===== src/sv/mat_pkg.sv =====
// Shared types and constants for the mean adaptive threshold block.
// No dependencies; mat_cfg and the top level import this package.
package mat_pkg;

    // Default sizing of the frame and the window
    localparam int DEF_MAX_WIDTH  = 1024;
    localparam int DEF_MAX_HEIGHT = 1024;
    localparam int DEF_MAX_RADIUS = 8;

    // Largest pixel value: four channel bytes summed
    localparam int PIX_MAX = 1020;
    localparam int PIX_W   = 10;

    // Binarized output levels
    localparam logic [7:0] LEVEL_DARK   = 8'd0;
    localparam logic [7:0] LEVEL_BRIGHT = 8'd255;

    // Configuration port sizing
    localparam int CFG_AW = 4;
    localparam int CFG_DW = 32;

    // Register reset values
    localparam logic [10:0] RST_FRAME_WIDTH   = 11'd1024;
    localparam logic [10:0] RST_FRAME_HEIGHT  = 11'd1024;
    localparam logic [3:0]  RST_WINDOW_RADIUS = 4'd1;
    localparam logic [2:0]  RST_CHANNEL_COUNT = 3'd1;

    // Register indexes
    typedef enum logic [1:0] {
        REG_FRAME_WIDTH   = 2'd0,
        REG_FRAME_HEIGHT  = 2'd1,
        REG_WINDOW_RADIUS = 2'd2,
        REG_CHANNEL_COUNT = 2'd3
    } reg_idx_t;

    // Raw register contents handed from the register file to the datapath
    typedef struct packed {
        logic [10:0] frame_width;
        logic [10:0] frame_height;
        logic [3:0]  window_radius;
        logic [2:0]  channel_count;
        logic        restart;
    } cfg_regs_t;

endpackage


===== src/sv/mat_cfg.sv =====
// APB register file for frame size, window radius and channel count.
// Depends on mat_pkg.
module mat_cfg (
    input  logic                        clk,
    input  logic                        rst_n,
    input  logic                        psel,
    input  logic                        penable,
    input  logic                        pwrite,
    input  logic [mat_pkg::CFG_AW-1:0]  paddr,
    input  logic [mat_pkg::CFG_DW-1:0]  pwdata,
    output logic [mat_pkg::CFG_DW-1:0]  prdata,
    output logic                        pready,
    output mat_pkg::cfg_regs_t          cfg
);
    import mat_pkg::*;

    logic [10:0] width_reg;
    logic [10:0] height_reg;
    logic [3:0]  radius_reg;
    logic [2:0]  chans_reg;
    logic        restart_reg;
    logic        wr_en;
    reg_idx_t    idx;

    assign pready = 1'b1;
    assign wr_en  = psel && penable && pwrite;
    assign idx    = reg_idx_t'(paddr[3:2]);

    // Take register writes; any write restarts the frame
    always_ff @(posedge clk or negedge rst_n)
    begin
        if (!rst_n)
        begin
            width_reg   <= RST_FRAME_WIDTH;
            height_reg  <= RST_FRAME_HEIGHT;
            radius_reg  <= RST_WINDOW_RADIUS;
            chans_reg   <= RST_CHANNEL_COUNT;
            restart_reg <= 1'b0;
        end
        else
        begin
            restart_reg <= wr_en;
            if (wr_en)
            begin
                case (idx)
                    REG_FRAME_WIDTH:   width_reg  <= pwdata[10:0];
                    REG_FRAME_HEIGHT:  height_reg <= pwdata[10:0];
                    REG_WINDOW_RADIUS: radius_reg <= pwdata[3:0];
                    REG_CHANNEL_COUNT: chans_reg  <= pwdata[2:0];
                    default:           width_reg  <= width_reg;
                endcase
            end
        end
    end

    // Read back
    always_comb
    begin
        case (idx)
            REG_FRAME_WIDTH:   prdata = CFG_DW'(width_reg);
            REG_FRAME_HEIGHT:  prdata = CFG_DW'(height_reg);
            REG_WINDOW_RADIUS: prdata = CFG_DW'(radius_reg);
            REG_CHANNEL_COUNT: prdata = CFG_DW'(chans_reg);
            default:           prdata = '0;
        endcase
    end

    assign cfg.frame_width   = width_reg;
    assign cfg.frame_height  = height_reg;
    assign cfg.window_radius = radius_reg;
    assign cfg.channel_count = chans_reg;
    assign cfg.restart       = restart_reg;

endmodule


===== config.mk =====
export PLATFORM = sky130hd
export DESIGN_NAME = mat_cfg
export DESIGN_NICKNAME = d
export VERILOG_FILES = /design/src/sv/mat_pkg.sv /design/src/sv/mat_cfg.sv
export SDC_FILE = /design/constraint.sdc
export NUM_CORES = 1
export LEC_CHECK = 0
export BUFFER_PORTS_ARGS = -buffer_cell sky130_fd_sc_hd__buf_2
export CORE_MARGIN = 2
export CORE_UTILIZATION = 45
export CTS_CLUSTER_DIAMETER = 200
export DETAILED_ROUTE_END_ITERATION = 6
export PLACE_DENSITY = 0.95
export REMOVE_ABC_BUFFERS = 1
export SETUP_SLACK_MARGIN = 0.2
export SLEW_MARGIN = 10
export SYNTH_ARGS = -nofsm -noshare
export SYNTH_HDL_FRONTEND = slang
export SYNTH_SLANG_ARGS = --single-unit

===== constraint.sdc =====
create_clock -name clk -period 1.64 [get_ports clk]
set_input_delay 0.082 -clock clk [delete_from_list [all_inputs] [get_ports clk]]
set_output_delay 0.082 -clock clk [all_outputs]
set_load 0.05 [all_outputs]

-- Yosys cells after proc, flatten, opt, wreduce, memory -nomap -nowiden
Cells that the tools add are included.
- flip-flop bits (word level): 30
- output and inout bits: 63
- logic and storage cells: 16
- reduce and logical (&&, ||, !) cells: 7
- equal/unequal tests: 3
- multiplexer cells: 1
- operator list (operator ; count):
    32-bit one-hot mux with 4 select lines ; 1
    2-bit AND reduction ; 4
    2-bit == test (second input constant) ; 2
    2-bit by 1-bit == test with 1-bit output (second input constant) ; 1
    1-bit logical AND ; 2
    2-bit logical NOT ; 1

-- Logic depth before layout (Yosys ltp)
Gate-level depths: netlist (run 1).
- depth in word-level cells: 3
- gate-level depth with buffers: 5
- gate-level depth less buffers: 3

-- Worst setup path after synthesis (run 1)
OpenSTA, ideal clock, no wires.
- path kind: reg-to-output
- start: register height_reg[3]
- end: output prdata[3] in the netlist's numbering
- data required time: 1.558 ns
- arrival time: 1.857 ns
- path buffers: 0
- stages on the path, launching flop included: 3
- path slack: -0.299 ns
- cells stage by stage: dfrtp_1 -> mux2i_1 -> o21ai_0
- word-level cells in the longest chain between the ends: 1
- ends and longest elaborated chain (item ; line ; text):
    start: declaration ; mat_cfg.sv:18 ; logic [10:0] height_reg;
    start signal: assignment ; mat_cfg.sv:47 ; REG_FRAME_HEIGHT: height_reg <= pwdata[10:0];
    32-bit one-hot mux with 4 select lines ; mat_cfg.sv:59 ; case (idx)
    end: declaration ; mat_cfg.sv:11 ; output logic [mat_pkg::CFG_DW-1:0] prdata,
Every way passes these cells. The select of a mux whose other input is x is not followed.

-- Worst setup path in the final report (run 1)
- start: register chans_reg[2]
- end: output prdata[2] in the netlist's numbering
- word-level cells in the longest chain between the ends: 1
- ends and longest elaborated chain (item ; line ; text):
    start: declaration ; mat_cfg.sv:20 ; logic [2:0] chans_reg;
    start signal: assignment ; mat_cfg.sv:49 ; REG_CHANNEL_COUNT: chans_reg <= pwdata[2:0];
    32-bit one-hot mux with 4 select lines ; mat_cfg.sv:59 ;
Every way passes these cells. The select of a mux whose other input is x is not followed.

==> impl_metrics.ini, run 1 <==
[grt]
grt_pass1_vias = 1000
grt_max_degree = 31
track_usage_pct = 16.57
grt_pass1_wl_um = 4995
grt_antenna_before_repair = 0
use_met2_pct = 28.29
grtUsageMet3_pct = 6.429
grt_overflow = 0
top_usage_layer = met2
use_met1_pct = 19.23

[clocking]
clk_pin_slew_ps = 90
cts_tree = built
numCtsBuffers = 5
clockBufferDepth = 2
htreeDepth = 2
cts-root-buf = clkbuf_4
cts.sinks = 30
clock_latency_ps = 310

[critical_path]
r2r-start = width_reg[0]
critPathCaptureType = output port
r2r_end = width_reg[0]
crit_family = multiplexers
worstPathRequired_ps = 1560
max_stage_delay_ps = 480
crit_path_top_delay_cell = mux4_2
cp_max_fo = 3
path_class = flop to output port
path_depth = 2
r2r_setup_slack_ps = 750
path_cells = mux4_2 -> buf_6
crit_arrival_ps = 1350
cp-start-kind = flop
r2r.worst_path.cells = 2
critPathBufInv = 1

[routing]
dr.pass1.iters = 3
wire_per_inst_um = 13.83
drc = 0
drt_wl_total_um = 3223
detail-route-antenna-nets = 0
first_iter_violations = 16
via_per_inst = 4.618
vias = 1076

[run]
max_cap_violations = 0

[logic_synthesis]
synthMuxAreaShare_pct = 32.15
netlist-cell-type-count = 18
synth_top_family_by_area = multiplexers
ys_seq_area_share_pct = 47.48
synth_compound_area_share_pct = 0.3145
netlist_area_mm2 = 0.001592
ys_ff_latch = 30
synth-warning-count = 0
syn_avg_cell_area_um2 = 13.84
synth_cells = 115
synth_xor_area_share_pct = 0
yosys.area_share.simple_pct = 5.031
yosys.area_share.adder_pct = 0

[finish]
drive_gt1_share_pct = 58.29
fin_util_pct = 59.38
nets = 227
mostFrequentLayoutCell = buf_2
final_cell_mix = buf_2, dfrtp_1, conb_1
final_cells = 233
area_growth_pct = 25.47
diodes = 0

[hold_path]
worstHoldStart = pwdata[10]
holdPathStages = 2
hold_class = primary input to flop
worstHoldEndpoint = width_reg[10]

[timing]
fin_crit_sh_pct = 87.52
max_freq_mhz = 696.7
tightest_slew_ps = 653.0
rsz0062_at_grt = true
period_minus_slack_ps = 1435
fin_tns_setup_ps = 0
setup_viol = 0
fin_skew_ps = 0
relSlewSlack_pct = 56.47
worst_slack_ps = 204.6
finalHoldViolations = 0
final_max_slew_viol_count = 0

[floorplan]
dieArea_mm2 = 0.004028
initial_utilization_pct = 47.32
die_h_um = 63.47
io_pins = 104
fp.coreArea_mm2 = 0.003363
fp-row-count = 21
die_w_um = 63.47

[pwr]
power_leakage_nw = 1.048
power.total_mw = 3.036
ir_drop_mv = 0.8519
pwr_density_cell_mw_per_mm2 = 1520

[place]
dp_hpwl_um = 2278
finalWeightedCongestion = 0.7038
place.port_buffers = 58
placed_cells = 216
place_ws_ps = 361.0

[status]
status = finished, final reports clean
## per-layer routing
layer	vias up	part of all wire, %
li1	497	-
met1	504	43
met2	69	46
met3	6	9.8
met4	0	0.99
met5	-	0
## layout make-up
class / count / area (um^2)
fillers: 276 / 1366
well taps: 46 / 57.56
repair buffers: 73 / 444.2
clock inverters: 1 / 5.005
flip-flops and latches: 30 / 755.7
clock buffers: 7 / 55.05
multi-input cells: 76 / 679.4
## report_power, final
group | leakage, nW | switching (mW) | total [mW] | internal [mW]
Combinational | 0.650 | 1.11 | 1.53 | 0.427
Sequential | 0.362 | 0.128 | 1.05 | 0.925
Clock | 0.0353 | 0.243 | 0.451 | 0.208
Total | 1.05 | 1.48 | 3.04 | 1.56
## through the flow
stage	cell area [um^2]	hold slack, ps
2_1_floorplan	1435	-213.6
3_3_place_gp	1828	139.6
3_5_place_dp	1828	151.6
4_1_cts	1977	3.589
5_1_grt	1997	6.878
6_report	1997	22.98
## worst register-to-register path: stages, from the launching register on
cell and delay [ps]:
dfrtp_1 390, buf_4 140, mux2_2 250
## timing repair
item,4_1_cts,5_1_grt
resized for setup,6,1
pin swaps,0,0
setup buffers,0,1
hold buffers,7,1
endpoints found under the hold margin,37,2
setup endpoints to repair,3,4
## synth_stat cells
cell type	n	area, um^2
mux2_2	19	214.0
nand3b_1	2	15.01
conb_1	2	7.510
and3_1	1	6.260
dfstp_2	4	105.1
mux2_4	10	150.1
mux4_2	3	67.56
and3b_1	1	8.760
nor2_1	7	26.28
nor3b_4	1	18.77
nand3_1	1	5.000
buf_6	1	11.26
buf_12	1	20.02
buf_2	1	5.000
o21ai_0	1	5.000
dfrtp_1	26	650.6
mux2i_1	8	80.08
buf_4	26	195.2
## cell families after synthesis
logic type             Yosys count
muxes                           40
other                            2
DFF                             30
AOI/OAI and AO/OA                1
and+or+nand+nor                 13
buffers and inverters           29
## worst max-delay path by stage
stage                              from      endpoint  slack [ps]
after detailed placement         pwrite  width_reg[4]         360
after floorplan           height_reg[3]     prdata[3]        -300
after CTS                  chans_reg[1]     prdata[1]         180
after global routing       chans_reg[1]     prdata[1]         130
final                      chans_reg[2]     prdata[2]         200
after global placement           pwrite  width_reg[3]         390
Power figures use the tool's default switching activity.
==> run 2: changes to the inputs <==
--- a/config.mk
+++ b/config.mk
@@ -10,7 +10,8 @@
 export CORE_UTILIZATION = 45
 export CTS_CLUSTER_DIAMETER = 200
 export DETAILED_ROUTE_END_ITERATION = 6
-export PLACE_DENSITY = 0.95
+export GPL_TIMING_DRIVEN = 0
+export PLACE_DENSITY = 0.85
 export REMOVE_ABC_BUFFERS = 1
 export SETUP_SLACK_MARGIN = 0.2
 export SLEW_MARGIN = 10
==> run 2 against run 1 <==
Global-route usage grew 0.79 points. Critical path depth is the same. Clock skew is the same. Die area is the same. Largest cell class unchanged. Largest power group unchanged.
==> impl_metrics.ini, run 2 (synthesis results as in run 1) <==
[status]
status = finished, final reports clean

[finish]
diodes = 0
area_growth_pct = 24.76
mostFrequentLayoutCell = buf_2
final_cell_mix = buf_2, dfrtp_1, conb_1
fin_area_mm2 = 0.001986
nets = 225
fin_util_pct = 59.04
drive_gt1_share_pct = 58.38
fill_cells = 299

[timing]
period_minus_slack_ps = 1469
final_max_slew_viol_count = 0
fin_crit_sh_pct = 89.60
setup_viol = 0
fin_skew_ps = 0
finalHoldViolations = 0
worst_slack_ps = 170.6
rsz0062_at_grt = true
relSlewSlack_pct = 44.99
tightest_slew_ps = 824.3
fin_tns_setup_ps = 0
max_freq_mhz = 680.6

[hold_path]
worstHoldStart = pwdata[5]
hold_class = primary input to flop

[routing]
vias = 1042
wl_met1_um = 1366
first_iter_violations = 20
wire_per_inst_um = 14.01
wl_met2_um = 1596
via_per_inst = 4.511
top_layer = met4
dr.pass1.iters = 4
drt_wl_total_um = 3236
detail-route-antenna-nets = 0
dr_wl_met3_um = 202
drc = 0

[grt]
grt_overflow = 0
grt_pass1_vias = 1082
track_usage_pct = 17.36
grt_pass1_wl_um = 5237
grt_antenna_before_repair = 0
grt_max_degree = 31

[critical_path]
crit_path_top_delay_cell = mux4_2
r2r-start = chans_reg[2]
critPathBufInv = 1
cp-start-kind = flop
timing.critical_path.to = prdata[2]
r2r.worst_path.cells = 3
r2r_setup_slack_ps = 640
critPathCaptureType = output port
path_depth = 2
crit_family = multiplexers
worstPathRequired_ps = 1560
max_stage_delay_ps = 500
crit_arrival_ps = 1390
path_cells = mux4_2 -> buf_8
r2r_end = chans_reg[2]
critPathLaunch = chans_reg[2]
cp_max_fo = 2
path_class = flop to output port

[place]
place_ws_ps = -53.66
placedInstanceArea_mm2 = 0.001783
place.port_buffers = 58
dp_hpwl_um = 2178
finalWeightedCongestion = 0.7119

[clocking]
cts.sinks = 30
cts-root-buf = clkbuf_4
cts_tree = built
clock_latency_ps = 320
numCtsBuffers = 5
clk_pin_slew_ps = 90
htreeDepth = 2
clockBufferDepth = 2

[run]
max_cap_violations = 0

[floorplan]
die_h_um = 63.47
dieArea_mm2 = 0.004028
die_w_um = 63.47
fp-row-count = 21
io_pins = 104
initial_utilization_pct = 47.32
fp.coreArea_mm2 = 0.003363

[pwr]
power_leakage_nw = 1.042
ir_drop_mv = 0.8266
pwr_density_cell_mw_per_mm2 = 1553
-- run 2: cell types whose count changed in the layout (fill, tap and decap cells not counted) --
cell	delta
buf_6	-1
dlygate4sd3_1	-1
clkbuf_4	-1
buf_2	-1
buf_8	+1
buf_4	+1
-- run 2: cell type report --
cell class	instances	area (um^2)	share of cell area, %
Multi-Input combinational cell	76	679.4	34.22
Tap cell	46	57.56	2.899
Clock buffer	7	55.05	2.773
Sequential cell	30	755.7	38.06
Clock inverter	1	5.005	0.2520
Timing Repair Buffer	71	432.9	21.80
-- run 2: worst min path at each step --
stage / depth (start not counted) / end
finish: 2 / width_reg[5]
global route: 2 / width_reg[3]
CTS: 2 / width_reg[5]
detailed placement: 1 / width_reg[6]
global placement: 1 / height_reg[6]
floorplan: 0 / chans_reg[1]
-- run 2: timing repair --
action,in CTS,in global routing
endpoints found under the setup margin,3,5
hold buffers,7,0
resized for setup,7,4
setup buffers,5,1
endpoints found under the hold margin,35,0
-- run 2: routing by layer --
layer  up-vias  track usage (%)
met1       491            21.17
met4         0            8.967
met3         7            3.571
met5         -                0
li1        489                -
met2        55            28.95
-- run 2: per-stage QoR --
stage / total power, mW / hold slack, ps / std cells
2_1_floorplan: 2.212 / -213.6 / 106
5_1_grt: 3.227 / 7.599 / 231
3_3_place_gp: 2.520 / 148.8 / 210
3_5_place_dp: 2.543 / 149.9 / 210
6_report: 3.084 / 12.28 / 231
4_1_cts: 3.097 / 0.2164 / 230
-- run 2: report_power, final --
part,switching (mW),leakage (nW),internal [mW]
Clock,0.242,0.0353,0.207
Sequential,0.118,0.362,0.924
Combinational,1.13,0.644,0.463
Total,1.49,1.04,1.59
==> run 3: changes to the inputs <==
--- a/config.mk
+++ b/config.mk
@@ -6,12 +6,14 @@
 export NUM_CORES = 1
 export LEC_CHECK = 0
 export BUFFER_PORTS_ARGS = -buffer_cell sky130_fd_sc_hd__buf_2
+export CELL_PAD_IN_SITES_DETAIL_PLACEMENT = 0
+export CELL_PAD_IN_SITES_GLOBAL_PLACEMENT = 1
 export CORE_MARGIN = 2
-export CORE_UTILIZATION = 45
+export CORE_UTILIZATION = 33
 export CTS_CLUSTER_DIAMETER = 200
 export DETAILED_ROUTE_END_ITERATION = 6
 export GPL_TIMING_DRIVEN = 0
-export PLACE_DENSITY = 0.85
+export PLACE_DENSITY_LB_ADDON = 0.1
 export REMOVE_ABC_BUFFERS = 1
 export SETUP_SLACK_MARGIN = 0.2
 export SLEW_MARGIN = 10
==> constraint.sdc (replaced) <==
create_clock -name clk -period 1.9 [get_ports clk]
set_input_delay 0.095 -clock clk [delete_from_list [all_inputs] [get_ports clk]]
set_output_delay 0.095 -clock clk [all_outputs]
set_load 0.05 [all_outputs]
==> run 3 against run 2 <==
Wire length increased by 2.8%. Worst hold slack improved by 53 ps. Global-route usage decreased by 4.7 points. Critical path type is now primary input to flop. Core utilization decreased by 19 points. Largest power group unchanged. Clock power increased by 14%. Register-to-register slack improved by 460 ps. Combinational power decreased by 20%.
==> impl_metrics.ini, run 3 (synthesis results as in run 1) <==
[clocking]
cts.sinks = 30
clk_pin_slew_ps = 60
clock_latency_ps = 270
numCtsBuffers = 5
cts_resized = 0
cts-root-buf = clkbuf_8
clockBufferDepth = 2
htreeDepth = 2
cts_tree = built

[routing]
drt_wl_total_um = 3325
drc = 0
first_iter_violations = 17
via_per_inst = 4.573
dr.pass1.iters = 3
vias = 1038
wire_per_inst_um = 14.65
detail-route-antenna-nets = 0

[pwr]
p_int_mw = 1.419
power_leakage_nw = 0.9898
p_sw_mw = 1.270
ir_drop_mv = 0.5617
power_frac_comb_pct = 47.3
power.total_mw = 2.690
clockPowerShare_pct = 19.1
pwr_density_cell_mw_per_mm2 = 1421
p_seq_share_pct = 33.6
swShare_pct = 47.23

[grt]
grt_overflow = 0
grt_pass1_wl_um = 4988
grt_pass1_vias = 972
grt_antenna_before_repair = 0
track_usage_pct = 12.70
grt_max_degree = 31

[timing]
setup_viol = 0
tightest_slew_ps = 885.5
fin_crit_sh_pct = 77.61
rsz0062_at_grt = false
whs_ps = 65.13
finalHoldViolations = 0
relSlewSlack_pct = 40.90
fin_skew_ps = 0
period_minus_slack_ps = 1475
final_max_slew_viol_count = 0
max_freq_mhz = 678.2

[finish]
fill_cells = 486
nets = 213
multi_input_area_um2 = 679.4
fin_area_mm2 = 0.001893
final_cells = 227
diodes = 0
final_cell_mix = buf_2, dfrtp_1, conb_1
drive_gt1_share_pct = 58.38
area_growth_pct = 18.95
fin_util_pct = 40.35
mostFrequentLayoutCell = buf_2
ff_latch_area_um2 = 755.7

[critical_path]
r2r.worst_path.cells = 1
cp-start-kind = primary input
worstPathRequired_ps = 2050
critPathCaptureType = flop
path_class = primary input to flop
crit_arrival_ps = 1630
cp_max_fo = 16

[run]
max_cap_violations = 0

[floorplan]
fp-row-count = 25
die_h_um = 73.45
io_pins = 104
fp.coreArea_mm2 = 0.004692
dieArea_mm2 = 0.005394
die_w_um = 73.45
initial_utilization_pct = 33.92

[hold_path]
holdPathStages = 2
hold_class = primary input to flop

[place]
placedInstanceArea_mm2 = 0.001793
dp_hpwl_um = 2331
place.port_buffers = 58
placed_cells = 218
finalWeightedCongestion = 0.6927

[status]
status = finished, final reports clean
## run 3: changes by cell type in the layout (fill, tap and decap cells not counted)
cell           previous run  this run
buf_8                     1         0
clkinv_2                  1         0
clkbuf_4                  5         0
buf_6                     2         0
buf_2                    53        58
buf_4                     8         0
clkbuf_8                  1         6
dlygate4sd3_1             7         1
clkbuf_1                  1         2
## run 3: metrics by stage
step | TNS [ps] | setup WS, ps
floorplan | -52.48 | -52.48
CTS | 0 | 364.1
detailed placement | 0 | 73.02
finish | 0 | 425.5
global route | 0 | 310.7
global placement | 0 | 108.3
## run 3: power groups by stage
stage | clock, mW | combinational, mW | sequential, mW
detailed placement | 0 | 1.28 | 0.915
global placement | 0 | 1.27 | 0.905
finish | 0.514 | 1.27 | 0.904
floorplan | 0 | 0.488 | 1.42
global route | 0.567 | 1.32 | 0.930
CTS | 0.536 | 1.28 | 0.904
## run 3: metal layers
| metal | vias up | wire [um] | track usage (%) |
|---|---|---|---|
| li1 | 466 | - | - |
| met1 | 520 | 1383 | 16.00 |
| met2 | 47 | 1690 | 20.24 |
| met3 | 5 | 212 | 3.704 |
| met4 | 0 | 39 | 5.455 |
| met5 | - | 0 | 0 |
## run 3: worst paths after layout
check | start | end | slack, ps
min in group asynchronous | rst_n | height_reg[2] | 390
max in group asynchronous | rst_n | height_reg[9] | 1080
hold / removal | pwdata[4] | width_reg[4] | 70
hold reg to reg | chans_reg[2] | chans_reg[2] | 530
setup reg to reg | height_reg[4] | height_reg[4] | 1100
setup / recovery | paddr[2] | height_reg[7] | 430
## run 3: layout make-up
| type | count | share of cell area (%) |
|---|---|---|
| repair buffers | 59 | 15.86 |
| well taps | 54 | 3.569 |
| flip-flops and latches | 30 | 39.92 |
| clock buffers | 8 | 4.759 |
| multi-input cells | 76 | 35.89 |
## run 3: critical path: stages
cell	delay [ps]
buf_2	410
nand3b_1	630
mux2_2	480
## run 3: repair_timing
item,4_1_cts,5_1_grt
hold buffers,1,0
hold endpoints to repair,26,0
setup buffers,0,0
